==> config.mk <==
export PLATFORM = sky130hd
export DESIGN_NAME = power_button_battery_sequencer
export DESIGN_NICKNAME = d
export VERILOG_FILES = /design/src/rtl/pbbs_pkg.sv /design/src/rtl/pbbs_cfg.sv /design/src/rtl/pbbs_scale.sv /design/src/rtl/pbbs_step.sv /design/src/rtl/power_button_battery_sequencer.sv
export SDC_FILE = /design/constraint.sdc
export NUM_CORES = 1
export LEC_CHECK = 0
export BUFFER_PORTS_ARGS = -buffer_cell sky130_fd_sc_hd__buf_2
export CELL_PAD_IN_SITES_DETAIL_PLACEMENT = 0
export CELL_PAD_IN_SITES_GLOBAL_PLACEMENT = 2
export CORE_ASPECT_RATIO = 1.1
export CORE_UTILIZATION = 44
export DETAILED_ROUTE_END_ITERATION = 7
export HOLD_SLACK_MARGIN = 0.02
export PLACE_DENSITY_LB_ADDON = 0.1
export SLEW_MARGIN = 20
export SYNTH_ARGS = -nofsm -noshare
export SYNTH_HDL_FRONTEND = slang
export SYNTH_SLANG_ARGS = --single-unit
export TNS_END_PERCENT = 20
==> constraint.sdc <==
create_clock -name clk -period 24 [get_ports clk]
set_input_delay 1.2 -clock clk [delete_from_list [all_inputs] [get_ports clk]]
set_output_delay 1.2 -clock clk [all_outputs]
set_load 0.005 [all_outputs]
==> src/rtl/pbbs_pkg.sv <==
// ----------------------------------------------------------------------------
// pbbs_pkg
// Shared codes, constants and types for the power button and battery
// sequencer.
// ----------------------------------------------------------------------------
package pbbs_pkg;

    localparam logic [2:0] OP_TICK    = 3'd0;
    localparam logic [2:0] OP_PINS    = 3'd1;
    localparam logic [2:0] OP_PRESS   = 3'd2;
    localparam logic [2:0] OP_RELEASE = 3'd3;
    localparam logic [2:0] OP_BATTERY = 3'd4;
    localparam logic [2:0] OP_APP     = 3'd5;

    localparam logic [1:0] PH_INIT       = 2'd0;
    localparam logic [1:0] PH_ACTIVATING = 2'd1;
    localparam logic [1:0] PH_ACTIVE     = 2'd2;
    localparam logic [1:0] PH_DEACT      = 2'd3;

    localparam logic [2:0] CFG_CHARGE_MASK = 3'd0;
    localparam logic [2:0] CFG_LOW_BOUND   = 3'd1;
    localparam logic [2:0] CFG_IDLE_CODE   = 3'd2;
    localparam logic [2:0] CFG_SHORT_HOLD  = 3'd3;
    localparam logic [2:0] CFG_LONG_HOLD   = 3'd4;
    localparam logic [2:0] CFG_TONE_WAIT   = 3'd5;

    localparam int unsigned ARM_SHORT = 0;
    localparam int unsigned ARM_LONG  = 1;
    localparam int unsigned ARM_TONE  = 2;

    localparam logic [15:0] VOLT_NONE  = 16'hFFFF;
    localparam logic [15:0] VOLT_MAX   = 16'hFFFE;
    localparam logic [15:0] COUNT_MAX  = 16'hFFFF;

    // floor(y / 15) = (y * REC_MUL) >> REC_SHIFT for y < 2**19
    localparam logic [19:0] REC_MUL   = 20'd559241;
    localparam int unsigned REC_SHIFT = 23;

    typedef struct packed {
        logic [15:0] charge_mask;
        logic [15:0] low_bound_mv;
        logic [3:0]  idle_code;
        logic [15:0] short_hold_ticks;
        logic [15:0] long_hold_ticks;
        logic [15:0] tone_wait_ticks;
    } cfg_t;

    typedef struct packed {
        logic [1:0]  phase;
        logic        regulator_on;
        logic        tone_start;
        logic        notify_on;
        logic        notify_off;
        logic        reboot_request;
        logic        halt;
        logic        start_polling;
        logic        refresh_indication;
        logic        charging;
        logic [15:0] voltage_mv;
    } result_t;

endpackage

==> src/rtl/pbbs_cfg.sv <==
// ----------------------------------------------------------------------------
// pbbs_cfg
// Configuration register file, written through its own valid/ready channel.
// ----------------------------------------------------------------------------
module pbbs_cfg
(
    input  logic                clk,
    input  logic                rst_n,
    input  logic                cfg_valid,
    output logic                cfg_ready,
    input  logic [2:0]          cfg_index,
    input  logic [15:0]         cfg_data,
    output pbbs_pkg::cfg_t      cfg
);
    import pbbs_pkg::*;

    cfg_t cfg_reg;
    cfg_t cfg_next;

    assign cfg_ready = 1'b1;
    assign cfg = cfg_reg;

    always_comb
    begin
        cfg_next = cfg_reg;
        if (cfg_valid && cfg_ready)
        begin
            unique case (cfg_index)
                CFG_CHARGE_MASK: cfg_next.charge_mask      = cfg_data;
                CFG_LOW_BOUND:   cfg_next.low_bound_mv     = cfg_data;
                CFG_IDLE_CODE:   cfg_next.idle_code        = cfg_data[3:0];
                CFG_SHORT_HOLD:  cfg_next.short_hold_ticks = cfg_data;
                CFG_LONG_HOLD:   cfg_next.long_hold_ticks  = cfg_data;
                CFG_TONE_WAIT:   cfg_next.tone_wait_ticks  = cfg_data;
                default:         cfg_next = cfg_reg;
            endcase
        end
    end

    always_ff @(posedge clk or negedge rst_n)
    begin
        if (!rst_n)
        begin
            cfg_reg.charge_mask      <= 16'd1;
            cfg_reg.low_bound_mv     <= 16'd3400;
            cfg_reg.idle_code        <= 4'd0;
            cfg_reg.short_hold_ticks <= 16'd2000;
            cfg_reg.long_hold_ticks  <= 16'd10000;
            cfg_reg.tone_wait_ticks  <= 16'd900;
        end
        else
        begin
            cfg_reg <= cfg_next;
        end
    end

endmodule

==> src/rtl/pbbs_scale.sv <==
// ----------------------------------------------------------------------------
// pbbs_scale
// Battery reading scaling: raw * 37 / 15, saturated at 65534.
// ----------------------------------------------------------------------------
module pbbs_scale
(
    input  logic [15:0] raw,
    output logic [15:0] volt
);
    import pbbs_pkg::*;

    logic [18:0] raw_x7;
    logic [38:0] prod;
    logic [15:0] quot;
    logic [17:0] sum;

    // raw*37/15 = 2*raw + raw*7/15
    assign raw_x7 = {raw, 3'b000} - {3'b000, raw};
    assign prod   = {20'd0, raw_x7} * {19'd0, REC_MUL};
    assign quot   = prod[REC_SHIFT +: 16];
    assign sum    = {1'b0, raw, 1'b0} + {2'b00, quot};
    assign volt   = (sum > {2'b00, VOLT_MAX}) ? VOLT_MAX : sum[15:0];

endmodule

==> src/rtl/pbbs_step.sv <==
// ----------------------------------------------------------------------------
// pbbs_step
// Sequencer state and the single-pass update for one item; state moves on
// when the item advances into the result register.
// ----------------------------------------------------------------------------
module pbbs_step
(
    input  logic                clk,
    input  logic                rst_n,
    input  logic                advance,
    input  logic [2:0]          op,
    input  logic [15:0]         pay,
    input  pbbs_pkg::cfg_t      cfg,
    output pbbs_pkg::result_t   result
);
    import pbbs_pkg::*;

    logic [1:0]  phase_reg,        phase_next;
    logic        charge_reg,       charge_next;
    logic        charge_known_reg, charge_known_next;
    logic [15:0] volt_reg,         volt_next;
    logic [15:0] short_count_reg,  short_count_next;
    logic [15:0] long_count_reg,   long_count_next;
    logic [15:0] tone_count_reg,   tone_count_next;
    logic [2:0]  armed_reg,        armed_next;
    logic        halted_reg,       halted_next;

    logic [15:0] scaled;
    logic        tone_start, notify_on, notify_off, reboot, poll, refresh;

    function automatic logic [15:0] bump(input logic [15:0] c);
        return (c != COUNT_MAX) ? c + 16'd1 : c;
    endfunction

    pbbs_scale u_scale
    (
        .raw  (pay),
        .volt (scaled)
    );

    always_comb
    begin
        phase_next        = phase_reg;
        charge_next       = charge_reg;
        charge_known_next = charge_known_reg;
        volt_next         = volt_reg;
        short_count_next  = short_count_reg;
        long_count_next   = long_count_reg;
        tone_count_next   = tone_count_reg;
        armed_next        = armed_reg;
        halted_next       = halted_reg;
        tone_start        = 1'b0;
        notify_on         = 1'b0;
        notify_off        = 1'b0;
        reboot            = 1'b0;
        poll              = 1'b0;
        refresh           = 1'b0;

        if (!halted_reg)
        begin
            unique case (op)
                OP_TICK:
                begin
                    if (armed_reg[ARM_SHORT])
                    begin
                        short_count_next = bump(short_count_reg);
                        if (short_count_next >= cfg.short_hold_ticks)
                        begin
                            armed_next[ARM_SHORT] = 1'b0;
                            if (phase_next == PH_INIT)
                            begin
                                phase_next           = PH_ACTIVATING;
                                tone_start           = 1'b1;
                                tone_count_next      = 16'd0;
                                armed_next[ARM_TONE] = 1'b1;
                            end
                            else if (phase_next == PH_ACTIVE)
                            begin
                                phase_next           = PH_DEACT;
                                tone_start           = 1'b1;
                                tone_count_next      = 16'd0;
                                armed_next[ARM_TONE] = 1'b1;
                                notify_off           = 1'b1;
                            end
                        end
                    end
                    if (armed_reg[ARM_LONG])
                    begin
                        long_count_next = bump(long_count_reg);
                        if (long_count_next >= cfg.long_hold_ticks)
                        begin
                            armed_next[ARM_LONG] = 1'b0;
                            if (phase_next == PH_ACTIVATING || phase_next == PH_ACTIVE)
                            begin
                                reboot = 1'b1;
                            end
                        end
                    end
                    // a tone restarted above still counts in this tick if it was already armed
                    if (armed_reg[ARM_TONE] && armed_next[ARM_TONE])
                    begin
                        tone_count_next = bump(tone_count_next);
                        if (tone_count_next >= cfg.tone_wait_ticks)
                        begin
                            armed_next[ARM_TONE] = 1'b0;
                            if (phase_next == PH_ACTIVATING)
                            begin
                                phase_next = PH_ACTIVE;
                                notify_on  = 1'b1;
                                refresh    = 1'b1;
                            end
                            else if (phase_next == PH_DEACT)
                            begin
                                halted_next = 1'b1;
                            end
                        end
                    end
                end
                OP_PINS:
                begin
                    if (phase_reg != PH_DEACT)
                    begin
                        charge_next       = |(pay & cfg.charge_mask);
                        charge_known_next = 1'b1;
                    end
                    if (phase_reg == PH_INIT)
                    begin
                        refresh = 1'b1;
                    end
                    else if (phase_reg == PH_ACTIVE)
                    begin
                        if (!charge_next && volt_reg < cfg.low_bound_mv)
                        begin
                            phase_next           = PH_DEACT;
                            tone_start           = 1'b1;
                            tone_count_next      = 16'd0;
                            armed_next[ARM_TONE] = 1'b1;
                            notify_off           = 1'b1;
                        end
                        else
                        begin
                            refresh = 1'b1;
                        end
                    end
                end
                OP_PRESS:
                begin
                    short_count_next      = 16'd0;
                    armed_next[ARM_SHORT] = 1'b1;
                    if (phase_reg == PH_INIT)
                    begin
                        long_count_next      = 16'd0;
                        armed_next[ARM_LONG] = 1'b1;
                    end
                end
                OP_RELEASE:
                begin
                    armed_next[ARM_SHORT] = 1'b0;
                    if (phase_reg != PH_DEACT)
                    begin
                        armed_next[ARM_LONG] = 1'b0;
                    end
                end
                OP_BATTERY:
                begin
                    if (phase_reg != PH_DEACT)
                    begin
                        volt_next = scaled;
                    end
                    if (phase_reg == PH_INIT)
                    begin
                        poll    = (volt_reg == VOLT_NONE);
                        refresh = 1'b1;
                    end
                    else if (phase_reg == PH_ACTIVE)
                    begin
                        if (charge_known_reg && !charge_reg && volt_next < cfg.low_bound_mv)
                        begin
                            phase_next           = PH_DEACT;
                            tone_start           = 1'b1;
                            tone_count_next      = 16'd0;
                            armed_next[ARM_TONE] = 1'b1;
                            notify_off           = 1'b1;
                        end
                        else
                        begin
                            refresh = 1'b1;
                        end
                    end
                end
                OP_APP:
                begin
                    if (phase_reg == PH_ACTIVE && pay == {12'd0, cfg.idle_code})
                    begin
                        phase_next           = PH_DEACT;
                        tone_start           = 1'b1;
                        tone_count_next      = 16'd0;
                        armed_next[ARM_TONE] = 1'b1;
                        notify_off           = 1'b1;
                    end
                end
                default:
                begin
                    halted_next = halted_reg;
                end
            endcase
        end

        result.phase              = phase_next;
        result.regulator_on       = (phase_next != PH_INIT);
        result.tone_start         = tone_start;
        result.notify_on          = notify_on;
        result.notify_off         = notify_off;
        result.reboot_request     = reboot;
        result.halt               = halted_next;
        result.start_polling      = poll;
        result.refresh_indication = refresh;
        result.charging           = charge_next;
        result.voltage_mv         = volt_next;
    end

    always_ff @(posedge clk or negedge rst_n)
    begin
        if (!rst_n)
        begin
            phase_reg        <= PH_INIT;
            charge_reg       <= 1'b0;
            charge_known_reg <= 1'b0;
            volt_reg         <= VOLT_NONE;
            short_count_reg  <= 16'd0;
            long_count_reg   <= 16'd0;
            tone_count_reg   <= 16'd0;
            armed_reg        <= 3'd0;
            halted_reg       <= 1'b0;
        end
        else if (advance)
        begin
            phase_reg        <= phase_next;
            charge_reg       <= charge_next;
            charge_known_reg <= charge_known_next;
            volt_reg         <= volt_next;
            short_count_reg  <= short_count_next;
            long_count_reg   <= long_count_next;
            tone_count_reg   <= tone_count_next;
            armed_reg        <= armed_next;
            halted_reg       <= halted_next;
        end
    end

endmodule

==> src/rtl/power_button_battery_sequencer.sv <==
// Timing: the item sits in the input register and moves into the result
// register once the output is free of a result held by result_stall.
// Throughput: one item per cycle unless stalled; single-pass update is the limit.
// Reset: asynchronous, active low; phase initialising, voltage 65535, timers
// disarmed, configuration back to its defaults.
// ----------------------------------------------------------------------------
// power_button_battery_sequencer
// Four-phase power sequencer driven by millisecond ticks and button,
// pin, battery and application events.
// ----------------------------------------------------------------------------
module power_button_battery_sequencer
(
    input  logic        clk,
    input  logic        rst_n,

    input  logic        item_valid,
    output logic        item_stall,
    input  logic [2:0]  operation,
    input  logic [15:0] payload,

    output logic        result_valid,
    input  logic        result_stall,
    output logic [1:0]  phase,
    output logic        regulator_on,
    output logic        tone_start,
    output logic        notify_on,
    output logic        notify_off,
    output logic        reboot_request,
    output logic        halt,
    output logic        start_polling,
    output logic        refresh_indication,
    output logic        charging,
    output logic [15:0] voltage_mv,

    input  logic        cfg_valid,
    output logic        cfg_ready,
    input  logic [2:0]  cfg_index,
    input  logic [15:0] cfg_data
);
    import pbbs_pkg::*;

    cfg_t        cfg;
    result_t     step_result;

    logic        item_vld_reg, item_vld_next;
    logic [2:0]  op_reg;
    logic [15:0] pay_reg;
    logic        res_vld_reg, res_vld_next;
    result_t     res_reg;

    logic        item_take;
    logic        out_free;
    logic        advance;

    pbbs_cfg u_cfg
    (
        .clk       (clk),
        .rst_n     (rst_n),
        .cfg_valid (cfg_valid),
        .cfg_ready (cfg_ready),
        .cfg_index (cfg_index),
        .cfg_data  (cfg_data),
        .cfg       (cfg)
    );

    pbbs_step u_step
    (
        .clk     (clk),
        .rst_n   (rst_n),
        .advance (advance),
        .op      (op_reg),
        .pay     (pay_reg),
        .cfg     (cfg),
        .result  (step_result)
    );

    assign out_free      = !res_vld_reg || !result_stall;
    assign advance       = item_vld_reg && out_free;
    assign item_stall    = item_vld_reg && !out_free;
    assign item_take     = item_valid && !item_stall;
    assign item_vld_next = item_take || (item_vld_reg && !advance);
    assign res_vld_next  = advance || (res_vld_reg && result_stall);

    always_ff @(posedge clk or negedge rst_n)
    begin
        if (!rst_n)
        begin
            item_vld_reg <= 1'b0;
            res_vld_reg  <= 1'b0;
        end
        else
        begin
            item_vld_reg <= item_vld_next;
            res_vld_reg  <= res_vld_next;
        end
    end

    always_ff @(posedge clk)
    begin
        if (item_take)
        begin
            op_reg  <= operation;
            pay_reg <= payload;
        end
        if (advance)
        begin
            res_reg <= step_result;
        end
    end

    assign result_valid       = res_vld_reg;
    assign phase              = res_reg.phase;
    assign regulator_on       = res_reg.regulator_on;
    assign tone_start         = res_reg.tone_start;
    assign notify_on          = res_reg.notify_on;
    assign notify_off         = res_reg.notify_off;
    assign reboot_request     = res_reg.reboot_request;
    assign halt               = res_reg.halt;
    assign start_polling      = res_reg.start_polling;
    assign refresh_indication = res_reg.refresh_indication;
    assign charging           = res_reg.charging;
    assign voltage_mv         = res_reg.voltage_mv;

endmodule
==> parameters.txt <==
Parameter                              Value

Hold path
  Worst Hold Class    register to register
  Worst Hold Path Cells    1
  Startpoint of the worst hold path    u_step.tone_count_reg[9]
  Hold-critical path endpoint    u_step.tone_count_reg[9]

Die
  Total number of placement rows    72
  Starting density of the core    0.4510
  Die outline height    between 200 and 250 µm
  Die Wd    around 180 µm
  Area of the core    about 0.035 mm²
  IO Pins    between 70 and 80
  Area of the die    ~0.037 mm²

Logic synthesis
  Area share of the largest cell type after synthesis    0.1892
  Post-synth design cell area    approximately 0.016 mm²
  Synthesized instance count    about 1600
  Average footprint of a synthesized cell    9.708 µm²
  Sequential fraction of the synthesis area    0.3362
  Cell accounting for the most synthesized area    dfrtp_1
  Syn_nets    1950
  Ys async rst share    0.7745
  Yosys synthesis warning count    0
  Number of flip-flops and latches in the synthesized netlist    around 200
  Post-synth cell types    86
  Primary FF master, synth    dfrtp_1
  Top cells by area, synth    dfrtp_1 (19%), ha_1 (17%), edfxtp_1 (8.6%), dfstp_2 (6.1%), fa_1 (5.0%)
  Number of flops mapped to enable cells by yosys    46

STA
  Maximum operating frequency    0.07851 GHz
  Post-route setup slack    about 11 ns
  Tcrit/Tclk final    0.5307
  Crit path time final    around 13 ns
  Total setup violations reported at the end of the flow    0
  Final Hold Violating Endpoints    0
  Total Negative Setup Slacks    0 ns
  RSZ-0062 raised after global routing    no
  Max Slew Vio Count    0
  Clock Skew    ~0.036 ns
  Tightest slew margin relative to the limit    0.2930
  Transition time at the pin with the least slew margin    about 1.0 ns

Finish
  Top library cells by usage in the layout, fill and taps aside    ha_1 (218), inv_1 (183), dfrtp_1 (121), nand2_1 (114), nor2_1 (106)
  Fraction of final layout cells sized beyond drive strength 1    0.1428
  Area growth from synthesis to layout    10.48%
  Number of nets in the layout    just over 2000
  Number of flip-flops under the largest register name    between 80 and 90
  Most common cell after layout, fill and taps aside    ha_1
  Diode count    0

Setup path
  Slowest cell on the critical path    edfxtp_1
  Largest fanout on the critical path    12
  CP bufs+invs    4
  Reg-to-reg setup timing slack    approximately 11 ns
  Critical path endpoint category    register
  Top cell by count, worst path    ha_1
  Kind of start point of the critical path    register
  Critical path depth in cells    49
  Dominant delay contributor by cell family on the critical path    compound AO/OA/AOI/OAI gates
  Largest stage delay on the critical path    between 0.6 and 0.7 ns
  Worst reg2reg path endpoint    u_step.tone_count_reg[11]
  Arrival time at the worst endpoint    13.24 ns
  CP Data Required Time    between 20 and 25 ns
  Type of the worst setup path    register to register
  Worst r2r src    pay_reg[0]
  Cells on worst reg2reg path    49

Clock network
  Clock sinks    about 200
  CTS Hold Bufs    0
  Post-CTS sizing    0
  Source-to-sink clock delay at the later pin of the worst-skew pair    0.56 ns
  Root buffer selected by CTS    clkbuf_16
  Number of buffers on the longest clock path    3
  Clock tree from TritonCTS    done
  Clock transition at path regs    about 0.06 ns
  Number of buffers inserted to repair setup after CTS    0
  Num CTS Buffers    24
  H-tree depth    1

Routing
  Initial drt markers    698
  Mean routed wirelength per cell    20.07 µm
  Total iterations of the first detailed-routing run    5
  Via density    between 5 and 6
  Number of nets with antenna violations after detailed routing    0
  WL final    44.38 mm
  Count of vias placed by the detailed router    roughly 12000
  Residual DRC    0

Global routing
  First-pass GRT wire length    about 70 mm
  Antenna violations before repair    1
  Total Routing Usage GR    0.2444
  Vias in the first global route    about 12000
  Largest net degree at the start of global routing    93
  Gr ovfl total    0

Place
  Dpl hpwl    34.08 mm
  Post-Place Worst Slack    about 11 ns
  Port buffer count    71
  GP Congestion    a little over 0.9

Outcome
  Run status    finished, final reports clean

Run
  Max-cap check violation count    0
## logic make-up (layout without fill, tap and decap cells)
family	count (synthesis)	count (layout)	share of synthesized area
AO/OA/AOI/OAI	392	392	0.1689
XOR/XNOR	72	72	0.03939
adder cells (fa/ha/maj)	258	258	0.2204
buffers and inverters	224	305	0.05659
flip-flops	204	204	0.3362
multiplexers	61	61	0.04291
other	1	1	0.0002343
AND/OR/NAND/NOR	437	437	0.1354
## how the worst max path moves through the flow
stage,start,end,slack [ns]
after floorplan,pay_reg[0],u_step.tone_count_reg[11],13.23
after global placement,pay_reg[0],u_step.tone_count_reg[14],11.69
after detailed placement,pay_reg[0],u_step.tone_count_reg[6],11.44
after CTS,pay_reg[0],u_step.tone_count_reg[11],11.34
after global routing,pay_reg[0],u_step.tone_count_reg[14],10.25
final,pay_reg[0],u_step.tone_count_reg[11],11.26
## Yosys cell counts, types with 6 or more instances
cell and instances:
nor3_1 30, ha_1 218, clkbuf_1 23, nand3_1 37, nor2b_1 13, mux2_2 57, o22a_1 28, buf_4 7
or2_2 6, xnor2_1 49, fa_1 40, o211ai_1 10, a211oi_1 7, a22o_1 30, and3_1 20, nand4_1 23
buf_2 7, dfstp_2 37, a31oi_1 20, o31ai_1 10, o2111ai_1 6, o21ai_0 96, edfxtp_1 46, xor2_1 23
or3_1 11, and2_1 13, a21o_1 26, o21a_1 19, nor2_1 106, nand2_1 114, nand2b_1 23, a21oi_1 73
inv_1 183, nor4_1 12, dfrtp_1 121
## worst register-to-register path: cells and delay by family, from the launching register on
family / cells / cell delay, ns
buffers and inverters: 4 / 0.19
xor gates and xnor gates: 2 / 0.53
adders and majority gates: 9 / 3.40
DFF: 1 / 0.65
AOI/OAI and AO/OA: 22 / 5.42
and+or+nand+nor: 12 / 2.47
## per-layer routing
layer | vias up | GRT usage | wire (µm)
li1 | 6042 | - | -
met1 | 6024 | 0.3497 | 21340
met2 | 268 | 0.3835 | 19790
met3 | 71 | 0.02703 | 1865
met4 | 0 | 0.08065 | 1389
met5 | - | 0 | 0
## area by class of cell
type,instances,area (µm²)
Clock inverter,9,108.9
Inverter,183,686.9
Multi-Input combinational cell,1221,9748
Fill cell,3421,17810
Timing Repair Buffer,78,414.1
Tap cell,481,601.8
Clock buffer,35,744.5
Sequential cell,204,5381
## per-stage QoR
| stage | cells | util | instance area (µm²) | hold WS, ns |
|---|---|---|---|---|
| 2_1_floorplan | 1649 | - | 16010 | 0.4380 |
| 4_1_cts | 2211 | 0.4982 | 17680 | 0.4766 |
| 3_3_place_gp | 2167 | 0.4740 | 16820 | 0.4633 |
| 6_report | 2211 | 0.4983 | 17690 | 0.4854 |
| 3_5_place_dp | 2167 | 0.4742 | 16830 | 0.4624 |
| 5_1_grt | 2211 | 0.4983 | 17690 | 0.4901 |
Power is left out: the tool's default activity adds up to more than one toggle a clock period on the data nets, which glitch-free logic cannot reach.
